===== src/dlce_pkg.sv =====
package dlce_pkg;

  // Operation codes of an input word
  typedef enum logic [2:0] {
    OP_INDEX_WR   = 3'd0,
    OP_PAGED_WR   = 3'd1,
    OP_DIRECT_WR  = 3'd2,
    OP_INDEX_RD   = 3'd3,
    OP_PAGED_RD   = 3'd4,
    OP_INVALIDATE = 3'd5
  } op_t;

  localparam int unsigned WORDS_MAX = 4;

  // Link word prefixes and fixed words
  localparam logic [7:0]  PFX_INDEX_DATA  = 8'h81;
  localparam logic [7:0]  PFX_REG_DATA    = 8'h01;
  localparam logic [7:0]  PFX_DIRECT_DATA = 8'hC1;
  localparam logic [1:0]  PFX_DIRECT_ADDR = 2'b11;
  localparam logic        PFX_INDEX_ADDR  = 1'b1;
  localparam logic [7:0]  REG_PAGE_SEL    = 8'hEF;
  localparam logic [15:0] WORD_INDEX_RD   = 16'hA000;
  localparam logic [15:0] WORD_PAGED_RD   = 16'h2000;

  // Words queued for one input item: slot 0 goes out first
  typedef struct packed {
    logic [WORDS_MAX-1:0][15:0] words;
    logic [WORDS_MAX-1:0]       is_data;
    logic [1:0]                 last_idx;
  } plan_t;

endpackage


===== src/dlce_if.sv =====
interface dlce_in_if;
  logic        valid;
  logic        ready;
  logic [2:0]  operation;
  logic [14:0] index_address;
  logic [7:0]  page;
  logic [7:0]  register_index;
  logic [13:0] command_address;
  logic [7:0]  data_byte;
  logic        run_end;

  modport source (
    output valid, operation, index_address, page, register_index,
           command_address, data_byte, run_end,
    input  ready
  );
  modport sink (
    input  valid, operation, index_address, page, register_index,
           command_address, data_byte, run_end,
    output ready
  );
endinterface

interface dlce_out_if;
  logic        valid;
  logic        ready;
  logic [15:0] link_word;
  logic        reply_is_data;
  logic        last;

  modport source (output valid, link_word, reply_is_data, last, input ready);
  modport sink   (input valid, link_word, reply_is_data, last, output ready);
endinterface


===== src/dlce_fifo.sv =====
module dlce_fifo import dlce_pkg::*; #(
  parameter int DEPTH = 2
) (
  input  logic  clk,
  input  logic  rst_n,
  input  logic  push,
  input  plan_t plan_in,
  input  logic  pop,
  output plan_t plan_out,
  output logic  full,
  output logic  empty
);

  localparam int PW = (DEPTH > 1) ? $clog2(DEPTH) : 1;
  localparam int CW = $clog2(DEPTH + 1);

  plan_t           mem_r [DEPTH];
  logic [PW-1:0]   wr_ptr_r;
  logic [PW-1:0]   rd_ptr_r;
  logic [CW-1:0]   cnt_r;
  logic [CW-1:0]   cnt_nxt;

  assign full     = (cnt_r == CW'(DEPTH));
  assign empty    = (cnt_r == '0);
  assign plan_out = mem_r[rd_ptr_r];

  always_comb begin
    cnt_nxt = cnt_r;
    if (push && !pop) begin
      cnt_nxt = cnt_r + 1'b1;
    end else if (pop && !push) begin
      cnt_nxt = cnt_r - 1'b1;
    end
  end

  always_ff @(posedge clk) begin
    if (!rst_n) begin
      wr_ptr_r <= '0;
      rd_ptr_r <= '0;
      cnt_r    <= '0;
    end else begin
      cnt_r <= cnt_nxt;
      if (push) begin
        wr_ptr_r <= (wr_ptr_r == PW'(DEPTH - 1)) ? '0 : wr_ptr_r + 1'b1;
      end
      if (pop) begin
        rd_ptr_r <= (rd_ptr_r == PW'(DEPTH - 1)) ? '0 : rd_ptr_r + 1'b1;
      end
    end
  end

  always_ff @(posedge clk) begin
    if (push) begin
      mem_r[wr_ptr_r] <= plan_in;
    end
  end

  a_no_overflow: assert property (@(posedge clk) disable iff (!rst_n) push |-> !full)
    else $error("queue written while full");
  a_no_underflow: assert property (@(posedge clk) disable iff (!rst_n) pop |-> !empty)
    else $error("queue read while empty");

endmodule


===== src/dlce_front.sv =====
module dlce_front import dlce_pkg::*; (
  input  logic        clk,
  input  logic        rst_n,
  dlce_in_if.sink     in_item,
  input  logic        q_full,
  output logic        q_push,
  output plan_t       q_plan
);

  logic [15:0] idx_cache_r, idx_cache_nxt;
  logic        idx_valid_r, idx_valid_nxt;
  logic [7:0]  pg_cache_r,  pg_cache_nxt;
  logic        pg_valid_r,  pg_valid_nxt;
  logic [8:0]  reg_cache_r, reg_cache_nxt;
  logic        reg_valid_r, reg_valid_nxt;

  logic        fire;
  logic        page_hit;
  logic        reg_hit;
  logic        idx_hit;
  logic [2:0]  n;
  plan_t       plan;

  assign in_item.ready = !q_full;
  assign fire          = in_item.valid && in_item.ready;
  assign q_push        = fire && (n != 3'd0);
  assign q_plan        = plan;

  assign page_hit = pg_valid_r && (pg_cache_r == in_item.page);
  assign idx_hit  = idx_valid_r && (idx_cache_r == {1'b0, in_item.index_address});

  always_comb begin
    idx_cache_nxt = idx_cache_r;
    idx_valid_nxt = idx_valid_r;
    pg_cache_nxt  = pg_cache_r;
    pg_valid_nxt  = pg_valid_r;
    reg_cache_nxt = reg_cache_r;
    reg_valid_nxt = reg_valid_r;
    reg_hit       = reg_valid_r && (reg_cache_r == {1'b0, in_item.register_index});
    plan          = '0;
    n             = 3'd0;
    case (op_t'(in_item.operation))
      OP_INDEX_WR: begin
        if (!idx_hit) begin
          plan.words[n[1:0]] = {PFX_INDEX_ADDR, in_item.index_address};
          n = n + 3'd1;
        end
        plan.words[n[1:0]] = {PFX_INDEX_DATA, in_item.data_byte};
        n = n + 3'd1;
        idx_cache_nxt = {1'b0, in_item.index_address} + 16'd1;
        idx_valid_nxt = 1'b1;
        reg_valid_nxt = 1'b0;
      end
      OP_PAGED_WR: begin
        // page select is itself a register: no page words for it
        if (!page_hit && (in_item.register_index != REG_PAGE_SEL)) begin
          plan.words[n[1:0]] = {8'h00, REG_PAGE_SEL};
          n = n + 3'd1;
          plan.words[n[1:0]] = {PFX_REG_DATA, in_item.page};
          n = n + 3'd1;
          pg_cache_nxt = in_item.page;
          pg_valid_nxt = 1'b1;
          reg_hit      = 1'b0;
        end
        if (!reg_hit) begin
          plan.words[n[1:0]] = {8'h00, in_item.register_index};
          n = n + 3'd1;
        end
        plan.words[n[1:0]] = {PFX_REG_DATA, in_item.data_byte};
        n = n + 3'd1;
        if (in_item.register_index == REG_PAGE_SEL) begin
          pg_cache_nxt = in_item.data_byte;
          pg_valid_nxt = 1'b1;
        end
        reg_cache_nxt = {1'b0, in_item.register_index} + 9'd1;
        reg_valid_nxt = 1'b1;
        idx_valid_nxt = 1'b0;
      end
      OP_DIRECT_WR: begin
        plan.words[0] = {PFX_DIRECT_ADDR, in_item.command_address};
        plan.words[1] = {PFX_DIRECT_DATA, in_item.data_byte};
        n = 3'd2;
        idx_valid_nxt = 1'b0;
        reg_valid_nxt = 1'b0;
      end
      OP_INDEX_RD: begin
        plan.words[0]   = {PFX_INDEX_ADDR, in_item.index_address};
        plan.words[1]   = WORD_INDEX_RD;
        plan.is_data[1] = 1'b1;
        n = 3'd2;
        idx_cache_nxt = {1'b0, in_item.index_address};
        idx_valid_nxt = 1'b1;
        reg_valid_nxt = 1'b0;
      end
      OP_PAGED_RD: begin
        if (!page_hit) begin
          plan.words[n[1:0]] = {8'h00, REG_PAGE_SEL};
          n = n + 3'd1;
          plan.words[n[1:0]] = {PFX_REG_DATA, in_item.page};
          n = n + 3'd1;
          pg_cache_nxt = in_item.page;
          pg_valid_nxt = 1'b1;
        end
        plan.words[n[1:0]] = {8'h00, in_item.register_index};
        n = n + 3'd1;
        plan.words[n[1:0]]   = WORD_PAGED_RD;
        plan.is_data[n[1:0]] = 1'b1;
        n = n + 3'd1;
        reg_cache_nxt = {1'b0, in_item.register_index};
        reg_valid_nxt = 1'b1;
        idx_valid_nxt = 1'b0;
      end
      OP_INVALIDATE: begin
        idx_valid_nxt = 1'b0;
        pg_valid_nxt  = 1'b0;
        reg_valid_nxt = 1'b0;
      end
      default: begin
      end
    endcase
    plan.last_idx = n[1:0] - 2'd1;
  end

  always_ff @(posedge clk) begin
    if (!rst_n) begin
      idx_cache_r <= '0;
      idx_valid_r <= 1'b0;
      pg_cache_r  <= '0;
      pg_valid_r  <= 1'b0;
      reg_cache_r <= '0;
      reg_valid_r <= 1'b0;
    end else if (fire) begin
      idx_cache_r <= idx_cache_nxt;
      idx_valid_r <= idx_valid_nxt;
      pg_cache_r  <= pg_cache_nxt;
      pg_valid_r  <= pg_valid_nxt;
      reg_cache_r <= reg_cache_nxt;
      reg_valid_r <= reg_valid_nxt;
    end
  end

  a_invalidate_clears: assert property (@(posedge clk) disable iff (!rst_n)
      (fire && in_item.operation == OP_INVALIDATE)
      |=> (!idx_valid_r && !pg_valid_r && !reg_valid_r))
    else $error("invalidate left a cache valid");

endmodule


===== src/dlce_back.sv =====
module dlce_back import dlce_pkg::*; (
  input  logic        clk,
  input  logic        rst_n,
  input  plan_t       q_plan,
  input  logic        q_empty,
  output logic        q_pop,
  dlce_out_if.source  out_word
);

  plan_t       cur_r;
  logic [1:0]  idx_r;
  logic        busy_r;
  logic        fire;
  logic        at_last;
  logic        done;

  assign at_last = (idx_r == cur_r.last_idx);
  assign fire    = out_word.valid && out_word.ready;
  assign done    = !busy_r || (fire && at_last);
  assign q_pop   = done && !q_empty;

  assign out_word.valid         = busy_r;
  assign out_word.link_word     = cur_r.words[idx_r];
  assign out_word.reply_is_data = cur_r.is_data[idx_r];
  assign out_word.last          = at_last;

  always_ff @(posedge clk) begin
    if (!rst_n) begin
      busy_r <= 1'b0;
      idx_r  <= '0;
    end else if (done) begin
      busy_r <= !q_empty;
      idx_r  <= '0;
    end else if (fire) begin
      idx_r <= idx_r + 2'd1;
    end
  end

  always_ff @(posedge clk) begin
    if (q_pop) begin
      cur_r <= q_plan;
    end
  end

  a_data_word: assert property (@(posedge clk) disable iff (!rst_n)
      (out_word.valid && out_word.reply_is_data)
      |-> (out_word.link_word == WORD_INDEX_RD || out_word.link_word == WORD_PAGED_RD))
    else $error("data reply marked on a non read-out word");
  a_run_continues: assert property (@(posedge clk) disable iff (!rst_n)
      (fire && !out_word.last) |=> out_word.valid)
    else $error("item words broken off before last");

endmodule


===== src/display_link_command_encoder_unit.sv =====
// The first link word of an item is offered once its plan is written into the queue and
// then loaded into the back's plan register. Throughput: one link word per cycle while
//   the link is ready and plans wait; an item causes one to four words or none.
// The plan queue between front and back sets how far input may run ahead of the link.
// Reset (rst_n low, synchronous): all caches invalid and zero, queue and output empty.
module display_link_command_encoder_unit import dlce_pkg::*; #(
  parameter int FIFO_DEPTH = 2
) (
  input  logic        clk,
  input  logic        rst_n,
  dlce_in_if.sink     in_item,
  dlce_out_if.source  out_word
);

  // Plan of words handed from front to back, one entry per item that causes a word
  plan_t push_plan;
  plan_t pop_plan;
  logic  push;
  logic  pop;
  logic  q_full;
  logic  q_empty;

  // Front: take the word, check the index, page and register caches,
  // build the list of link words and update the caches at once.
  dlce_front u_front (
    .clk     (clk),
    .rst_n   (rst_n),
    .in_item (in_item),
    .q_full  (q_full),
    .q_push  (push),
    .q_plan  (push_plan)
  );

  // Queue: decouple classification from the link so each side stalls alone.
  dlce_fifo #(
    .DEPTH (FIFO_DEPTH)
  ) u_fifo (
    .clk      (clk),
    .rst_n    (rst_n),
    .push     (push),
    .plan_in  (push_plan),
    .pop      (pop),
    .plan_out (pop_plan),
    .full     (q_full),
    .empty    (q_empty)
  );

  // Back: hold one plan and advance through its words, one per handshake.
  dlce_back u_back (
    .clk      (clk),
    .rst_n    (rst_n),
    .q_plan   (pop_plan),
    .q_empty  (q_empty),
    .q_pop    (pop),
    .out_word (out_word)
  );

endmodule


===== src/flat_wrapper.sv =====
// flat-port wrapper written by rule: the top's interface ports become plain ports
module display_link_command_encoder_unit_flat import dlce_pkg::*;
#(
  parameter int FIFO_DEPTH = 2
)
  (clk, rst_n, in_item_valid, in_item_operation, in_item_index_address, in_item_page, in_item_register_index, in_item_command_address, in_item_data_byte, in_item_run_end, in_item_ready, out_word_valid, out_word_link_word, out_word_reply_is_data, out_word_last, out_word_ready);
  dlce_in_if in_item_i ();
  dlce_out_if out_word_i ();
  input  logic clk;
  input  logic rst_n;
  input wire logic [$bits(in_item_i.valid)-1:0] in_item_valid;
  input wire logic [$bits(in_item_i.operation)-1:0] in_item_operation;
  input wire logic [$bits(in_item_i.index_address)-1:0] in_item_index_address;
  input wire logic [$bits(in_item_i.page)-1:0] in_item_page;
  input wire logic [$bits(in_item_i.register_index)-1:0] in_item_register_index;
  input wire logic [$bits(in_item_i.command_address)-1:0] in_item_command_address;
  input wire logic [$bits(in_item_i.data_byte)-1:0] in_item_data_byte;
  input wire logic [$bits(in_item_i.run_end)-1:0] in_item_run_end;
  output wire logic [$bits(in_item_i.ready)-1:0] in_item_ready;
  output wire logic [$bits(out_word_i.valid)-1:0] out_word_valid;
  output wire logic [$bits(out_word_i.link_word)-1:0] out_word_link_word;
  output wire logic [$bits(out_word_i.reply_is_data)-1:0] out_word_reply_is_data;
  output wire logic [$bits(out_word_i.last)-1:0] out_word_last;
  input wire logic [$bits(out_word_i.ready)-1:0] out_word_ready;
  assign in_item_i.valid = in_item_valid;
  assign in_item_i.operation = in_item_operation;
  assign in_item_i.index_address = in_item_index_address;
  assign in_item_i.page = in_item_page;
  assign in_item_i.register_index = in_item_register_index;
  assign in_item_i.command_address = in_item_command_address;
  assign in_item_i.data_byte = in_item_data_byte;
  assign in_item_i.run_end = in_item_run_end;
  assign in_item_ready = in_item_i.ready;
  assign out_word_valid = out_word_i.valid;
  assign out_word_link_word = out_word_i.link_word;
  assign out_word_reply_is_data = out_word_i.reply_is_data;
  assign out_word_last = out_word_i.last;
  assign out_word_i.ready = out_word_ready;
  display_link_command_encoder_unit #(.FIFO_DEPTH(FIFO_DEPTH)) u_core (.clk(clk), .rst_n(rst_n), .in_item(in_item_i), .out_word(out_word_i));
endmodule

===== config.mk =====
export PLATFORM = sky130hd
export DESIGN_NAME = display_link_command_encoder_unit_flat
export DESIGN_NICKNAME = d
export VERILOG_FILES = /design/src/dlce_pkg.sv /design/src/dlce_if.sv /design/src/dlce_fifo.sv /design/src/dlce_front.sv /design/src/dlce_back.sv /design/src/display_link_command_encoder_unit.sv /design/src/flat_wrapper.sv
export SDC_FILE = /design/constraint.sdc
export NUM_CORES = 1
export LEC_CHECK = 0
export BUFFER_PORTS_ARGS = -buffer_cell sky130_fd_sc_hd__buf_2
export CAP_MARGIN = 20
export CORE_ASPECT_RATIO = 0.8
export CORE_MARGIN = 4
export CORE_UTILIZATION = 45
export DETAILED_ROUTE_END_ITERATION = 8
export MAX_ROUTING_LAYER = met4
export PLACE_DENSITY = 0.74
export SETUP_SLACK_MARGIN = 0.15
export SYNTH_ARGS = -nofsm -noshare
export SYNTH_HDL_FRONTEND = slang
export SYNTH_SLANG_ARGS = --single-unit
export TNS_END_PERCENT = 100

===== constraint.sdc =====
create_clock -name clk -period 5.6 [get_ports clk]
set_clock_uncertainty 0.05 [all_clocks]
set_input_delay 1.12 -clock clk [delete_from_list [all_inputs] [get_ports clk]]
set_output_delay 1.12 -clock clk [all_outputs]
set_load 0.005 [all_outputs]

After elaboration in Yosys (flattened, before gate mapping)
Memory sizes are Yosys's and may differ from the RTL's. A register that Yosys moved wholly into a read port is not among the register bits.
Index checks and enable logic that the tools add are counted.
{"block": "op_classes", "add_sub_neg": 13, "n_mul": 0, "n_div": 0, "magnitude_cmp": 11, "n_eq_ne": 14, "shifts": 0, "mux": 62, "bitwise_logic": 4, "reduce_logical": 44}
{"op": "$bwmux W64", "count": 4}
{"op": "$demux W16 S2", "count": 5}
{"op": "$pmux W32 S5", "count": 1}
{"op": "$mux W16", "count": 8}
{"op": "$mux W64", "count": 2}
{"op": "$pmux W32 S3", "count": 1}
{"op": "$mux W32", "count": 2}
{"op": "$and A60 B60 Y60", "count": 1}
{"op": "$not A60 Y60", "count": 1}
{"op": "$mux W25", "count": 2}
{"op": "$bmux W16 S2", "count": 1}
{"op": "$pmux W16 S2", "count": 1}
{"op": "$mux W8", "count": 3}
{"op": "$lt A2 B3 Y1 const B", "count": 6}
{"op": "$pmux W9 S2", "count": 1}
{"op": "$add A15 B1 Y16 const B", "count": 1}
{"op": "$eq A16 B15 Y1", "count": 1}
{"op": "$logic_and A1 B1 Y1", "count": 16}
{"op": "$pmux W8 S2", "count": 1}
{"op": "$add A3 B1 Y3 const B", "count": 5}
{"op": "$mux W3", "count": 5}
{"op": "$mux W1", "count": 13}
{"op": "$pmux W3 S4", "count": 1}
{"op": "$ge A2 B1 Y1 const B", "count": 5}
{"op": "32 further kinds", "count": 61}
{"block": "totals", "regBits": 43, "latch_bits": 0, "mem_bits_rw": 140, "romBits": 0, "input_bits": 61, "out_inout_bits": 20, "wordCells": 160, "mem_count": 1}
{"memory": "u_core.u_fifo.mem_r", "depth": 2, "word_bits": 70, "read_ports": 1, "rd_ports_with_merged_regs": 1, "write_ports": 1, "line": "dlce_fifo.sv:17", "rtl": "plan_t mem_r [DEPTH];"}

Logic depth before layout (Yosys ltp)
{"block": "logic_depth", "depth_word": 17, "mapped_depth": 17}

Hierarchy
Synthesis repeated with hierarchy kept, for this count alone.
{"block": "hier_totals", "cells_unflattened": 802, "hier_area_um2": 11353.4}
{"mod": "dlce_fifo", "instances": 1, "cells_each": 240, "area_per_inst_um2": 5251.3, "seq_area_each_um2": 4304.1}
{"mod": "dlce_front", "instances": 1, "cells_each": 452, "area_per_inst_um2": 3400.8, "seq_area_each_um2": 720.7}
{"mod": "dlce_back", "instances": 1, "cells_each": 110, "area_per_inst_um2": 2701.3, "seq_area_each_um2": 2162.1}

Worst setup path before layout
Ideal clock, no wire load.
{"block": "synth_path", "path_kind": "input port to flip-flop", "start": "input port in_item_register_index[6]", "end": "memory u_core.u_fifo.mem_r[1][0] (netlist name) (enable)", "setup_time_ps": 467, "arrival_ps": 5380, "slack_ps": -297, "cell_stages": 13, "path_cell_list": "buf_2 xor2_1 nor4_1 nand3_1 buf_2 nor2_1 nand2_1 ha_1 a21oi_1 ha_1 nor2_1 a21oi_1 nor2b_1"}
{"block": "synth_via", "elab_chain_len": 13, "elab_cells_between_ends": 17}
{"element": "start: declaration", "line": "flat_wrapper.sv:15", "rtl": "input wire logic [$bits(in_item_i.register_index)-1:0] in_item_register_index;"}
{"element": "$ne A8 B8 Y1", "line": "dlce_front.sv:56", "rtl": "if (!page_hit && (in_item.register_index != REG_PAGE_SEL)) begin"}
{"element": "$logic_and A1 B1 Y1", "line": "dlce_front.sv:56"}
{"element": "$mux W2", "line": "dlce_front.sv:56"}
{"element": "$mux W3", "line": "dlce_front.sv:42", "rtl": "case (op_t'(in_item.operation))"}
{"element": "$add A3 B1 Y3", "line": "dlce_front.sv:67", "rtl": "n = n + 3'd1;"}
{"element": "$mux W3 (*)", "line": "dlce_front.sv:65", "rtl": "if (!reg_hit) begin"}
{"element": "$mux W3 (*)", "line": "dlce_front.sv:42"}
{"element": "$add A3 B1 Y3 (*)", "line": "dlce_front.sv:70", "rtl": "n = n + 3'd1;"}
{"element": "$pmux W3 S4 (*)", "line": "dlce_front.sv:42"}
{"element": "$reduce_bool A3 Y1 (*)", "line": "dlce_front.sv:26", "rtl": "assign q_push = fire && (n != 3'd0);"}
{"element": "$logic_and A1 B1 Y1 (*)", "line": "dlce_front.sv:26"}
{"element": "$mux W1 (*)", "line": "dlce_fifo.sv:53", "rtl": "if (push) begin"}
{"element": "$mux W1 (implied by the code) (*)", "line": "dlce_fifo.sv:54", "rtl": "mem_r[wr_ptr_r] <= plan_in;"}
{"element": "end: declaration", "line": "dlce_fifo.sv:17"}
Mark *: on every way between the ends. The rest lies on a longest branch, timed or not. The select of a mux whose other input is x is not followed.

Final worst setup path
{"block": "layout_path", "start": "input port in_item_page[6]", "end": "register u_core.u_fifo.cnt_r[1]"}
{"block": "layout_via", "elab_chain_len": 16, "elab_cells_between_ends": 24}
{"element": "start: declaration", "line": "flat_wrapper.sv:14", "rtl": "input wire logic [$bits(in_item_i.page)-1:0] in_item_page;"}
{"element": "$eq A8 B8 Y1 (*)", "line": "dlce_front.sv:29", "rtl": "assign page_hit = pg_valid_r && (pg_cache_r == in_item.page);"}
{"element": "$logic_and A1 B1 Y1 (*)", "line": "dlce_front.sv:29"}
{"element": "$logic_not A1 Y1"}
{"element": "$logic_and A1 B1 Y1", "line": "dlce_front.sv:56"}
{"element": "$mux W2", "line": "dlce_front.sv:56"}
{"element": "$mux W3", "line": "dlce_front.sv:42"}
{"element": "$add A3 B1 Y3", "line": "dlce_front.sv:67"}
{"element": "$mux W3", "line": "dlce_front.sv:65"}
{"element": "$mux W3", "line": "dlce_front.sv:42"}
{"element": "$add A3 B1 Y3", "line": "dlce_front.sv:70"}
{"element": "$pmux W3 S4 (*)", "line": "dlce_front.sv:42"}
{"element": "$reduce_bool A3 Y1 (*)", "line": "dlce_front.sv:26"}
{"element": "$logic_and A1 B1 Y1 (*)", "line": "dlce_front.sv:26"}
{"element": "via u_core.push", "line": "display_link_command_encoder_unit.sv:18", "rtl": "logic push;"}
{"element": "$logic_not A1 Y1", "line": "dlce_fifo.sv:31", "rtl": "end else if (pop && !push) begin"}
{"element": "$logic_and A1 B1 Y1", "line": "dlce_fifo.sv:31"}
{"element": "$reduce_bool A2 Y1 (no line)"}
{"element": "end signal: assignment", "line": "dlce_fifo.sv:42", "rtl": "cnt_r <= cnt_nxt;"}
{"element": "end: declaration", "line": "dlce_fifo.sv:20", "rtl": "logic [CW-1:0] cnt_r;"}
The timed path passes the listed nets; every way through them passes the cells marked *. The select of a mux whose other input is x is not followed.
A chain may end at the register's enable or synchronous reset.

==> results.cfg <==
[pwr]
internal_power_uw = 2900
p_comb_frac = 0.193
p_clk_frac = 0.308
power.density_mw_per_mm2 = 382
sequentialPowerShare = 0.500
p_switching_uw = 1080
peakVddDrop_mv = 0.223
switching_share = 0.271
power_leakage_uw = 0.00393

[route]
wl_per_cell_um = 19.3
vias_per_cell = 5.61
drc = 0
dr_total_vias = 5936
ant_nets = 0
drt_wl_total_um = 20400
first_pass_iters = 5
drt_iter0_markers = 544

[synthesis]
synth_edf_count = 153
synth_top_area_frac = 0.505
synth_warnings = 0
ys.flop_type = edfxtp_1
synth_area_leaders = edfxtp_1 (51%), dfxtp_1 (9.5%), mux2_2 (7.4%), nand2_1 (2.8%), xnor2_1 (2.7%)
yosysTopAreaCell = edfxtp_1
synth.avg_cell_area_um2 = 12.8
ys_async_sr_fraction = 0
synth.distinct_cells = 49
seq_area_frac_synth = 0.600
syn-instance-count = 709
synth.cell_area_mm2 = 0.00910
synth_seq_cells = 196

[setup_path]
crit_family = simple AND/OR/NAND/NOR gates
critPathMaxFanout = 11
criticalPathCategory = in2reg
cp.arrival_ns = 4.75
r2r_slack_ns = 1.63
r2r_start = u_core.u_front.pg_cache_r[6]$_SDFFE_PN0P_
cpPeakStageDelay_ns = 0.68
crit_required_ns = 5.91
cp-start-kind = input port
cpMostUsedCell = ha_1
worstRegToRegCells = 13
cp_slowest_cell = nor4_1
cp-end-kind = flop
reg2reg_to = u_core.u_fifo.cnt_r[1]$_SDFFE_PN0P_
path_buf_inv = 2
cp_cell_sequence = buf_2 > xor2_1 > nor4_1 > and3_1 > nor2_1 > ha_1 > a21oi_1 > ha_1 > nor2_1 > a21oi_1 > inv_1 > ha_1 > or3_1 > a21boi_0

[hold_path]
min_from = u_core.u_front.idx_cache_r[15]$_SDFFE_PN0P_
hp-class = reg2reg
hold_depth = 2
whs_endpoint = u_core.u_front.idx_cache_r[15]$_SDFFE_PN0P_

[run_status]
status = finished clean

[die]
fp-row-count = 46
ios = 81
initial_core_util = 0.458
core_mm2 = 0.0199
die_y_um = 135
die-area_mm2 = 0.0226
die_w_um = 167

[finish]
num-nets-final = 847
final_cell_count_no_fill = 1058
drive_above_1_share = 0.260
regArea_mm2 = 0.00546
area.growth.synth_to_final_pct = 14.5
multi_input_area_mm2 = 0.00347
fill_cells = 1690

[clock_network]
h-tree-depth = 4
clockRootBuffer = clkbuf_16
clock-sinks = 196
clk_latency_ns = 0.44
cts_hold_buf = 0
cts_resized = 0
clockBufferDepth = 2
post_cts_buffers = 0
cts_made_buffers = 17
path_clk_slew_ns = 0.07
cts_tree = yes

[sta]
period_needed_ns = 4.44
slew_headroom = 0.231
rsz0062_at_grt = false
slew_viol_final = 0
hold_violations = 0
setup_viol = 0
fmax_ghz = 0.225
period_share = 0.792
setup_tns_ns = 0
worst_pin_slew_ns = 1.15

[place]
port_buffers = 79
routabilityCongestion = 0.830
dp_hpwl_um = 13400
placed_cells = 1025

[grt]
grt_pass1_wl_um = 31900
grt_pass1_vias = 5714
grt_max_degree = 53
antenna_found_initial = 0
track_usage = 0.188
gr-total-overflow = 0

[job]
drv_cap = 0
[per-stage QoR]
step / power [uW] / util / instance area (um2) / setup slack [ns] / hold slack [ns]
after floorplan: 2510 / - / 9110 / 0.686 / 0.393
after global placement: 2770 / 0.495 / 9820 / 0.812 / 0.421
after detailed placement: 2800 / 0.495 / 9820 / 0.752 / 0.425
after CTS: 4020 / 0.524 / 10400 / 1.19 / 0.436
after global routing: 4160 / 0.524 / 10400 / 0.933 / 0.454
final: 3980 / 0.524 / 10400 / 1.16 / 0.433
[cell families (layout without fill, tap and decap cells)]
kind of cell | Yosys count | after routing | synth area share
AOI/OAI and AO/OA | 111 | 111 | 0.0894
xor gates and xnor gates | 55 | 55 | 0.0530
adders and majority gates | 6 | 6 | 0.00825
buffers and inverters | 53 | 136 | 0.0234
DFF | 196 | 196 | 0.600
muxes | 86 | 86 | 0.115
other | 1 | 3 | 0.000412
and+or+nand+nor | 201 | 201 | 0.111
[Yosys cell counts (3+ instances only)]
cell type and instances:
nor3b_1 3, nor3_1 11, nand3_1 11, clkbuf_1 29, a211oi_1 3, a221o_1 8
nand2_1 69, nand4_1 13, nand2b_1 4, buf_2 11, and3_1 14, a221oi_1 5
ha_1 6, nand3b_1 9, buf_1 4, mux2i_1 17, inv_1 9, mux4_2 9
o211a_1 23, a21oi_1 25, a21boi_0 4, nor2b_1 9, mux2_2 60, a31oi_1 3
and2_1 16, or3_1 4, dfxtp_1 43, nor2_1 33, o21ai_0 21, xnor2_1 28
a22o_1 6, xor2_1 27, edfxtp_1 153
[area by class of cell]
| class | count | share of cell area |
|---|---|---|
| sequential | 196 | 0.524 |
| multi-input combinational | 461 | 0.333 |
| timing repair buffer | 95 | 0.0507 |
| clock buffer | 17 | 0.0409 |
| tap | 264 | 0.0317 |
| clock inverter | 15 | 0.0160 |
| inverter | 9 | 0.00324 |
| antenna | 1 | 0.000240 |
[cell usage in the layout (no fill, tap or decap), drive strengths merged, types with 4 or more instances in the layout]
cell type,instances
edfxtp,153
buf,95
nand2,69
mux2,60
dfxtp,43
nor2,33
xnor2,28
xor2,27
a21oi,25
o211a,23
o21ai,23
mux2i,17
clkbuf,17
and2,17
inv,16
and3,14
nand4,13
nor3,11
nand3,11
nand3b,9
mux4,9
nor2b,9
a221o,8
a22o,6
ha,6
a221oi,5
a21boi,5
nand2b,4
or3,4
clkinvlp,4
[metal layers]
| layer | global-route usage | vias up | routed length [um] | part of all wire |
|---|---|---|---|---|
| met5 | - | - | 0 | 0 |
| met4 | 0.0632 | 0 | 353 | 0.017 |
| met1 | 0.272 | 2933 | 9490 | 0.47 |
| met2 | 0.276 | 192 | 9270 | 0.45 |
| li1 | - | 2786 | - | - |
| met3 | 0.0286 | 25 | 1300 | 0.063 |
[how the worst max path moves through the flow]
stage / startpoint / endpoint / depth (start not counted)
after floorplan: in_item_register_index[6] / u_core.u_fifo.mem_r[1][0]$_DFFE_PP_ / 13
after global placement: in_item_page[6] / u_core.u_fifo.cnt_r[1]$_SDFFE_PN0P_ / 14
after detailed placement: in_item_page[6] / u_core.u_fifo.cnt_r[1]$_SDFFE_PN0P_ / 14
after CTS: in_item_page[6] / u_core.u_fifo.cnt_r[1]$_SDFFE_PN0P_ / 14
after global routing: in_item_page[6] / u_core.u_fifo.cnt_r[1]$_SDFFE_PN0P_ / 14
final: in_item_page[6] / u_core.u_fifo.cnt_r[1]$_SDFFE_PN0P_ / 14
[worst reg2reg max path, stage by stage (launching register included)]
cell	delay (ns)
dfxtp_1	0.32
xor2_1	0.17
nor4_1	0.68
and3_1	0.52
nor2_1	0.12
ha_1	0.29
a21oi_1	0.13
ha_1	0.16
nor2_1	0.04
a21oi_1	0.46
inv_1	0.11
ha_1	0.33
or3_1	0.34
a21boi_0	0.16
[state kept, by name, summed over array words and instances, names as in the netlist]
name	flops
u_core.u_front.reg_valid_r	1
u_core.u_fifo.rd_ptr_r	1
u_core.u_fifo.wr_ptr_r	1
u_core.u_back.cur_r	51
u_core.u_front.idx_cache_r	16
u_core.u_fifo.cnt_r	2
u_core.u_back.idx_r	2
u_core.u_fifo.mem_r	102
u_core.u_front.pg_cache_r	8
u_core.u_front.pg_valid_r	1
u_core.u_front.reg_cache_r	9
u_core.u_front.idx_valid_r	1
u_core.u_back.out_word.valid	1
[power groups by stage]
| stage | Clock, uW | Combinational (uW) | Sequential (uW) |
|---|---|---|---|
| floorplan | 0 | 510 | 2000 |
| global placement | 0 | 768 | 2010 |
| detailed placement | 0 | 779 | 2020 |
| CTS | 1240 | 780 | 1990 |
| global route | 1300 | 846 | 2010 |
| finish | 1220 | 767 | 1990 |
No activity file was read; power rests on OpenSTA's default activity.
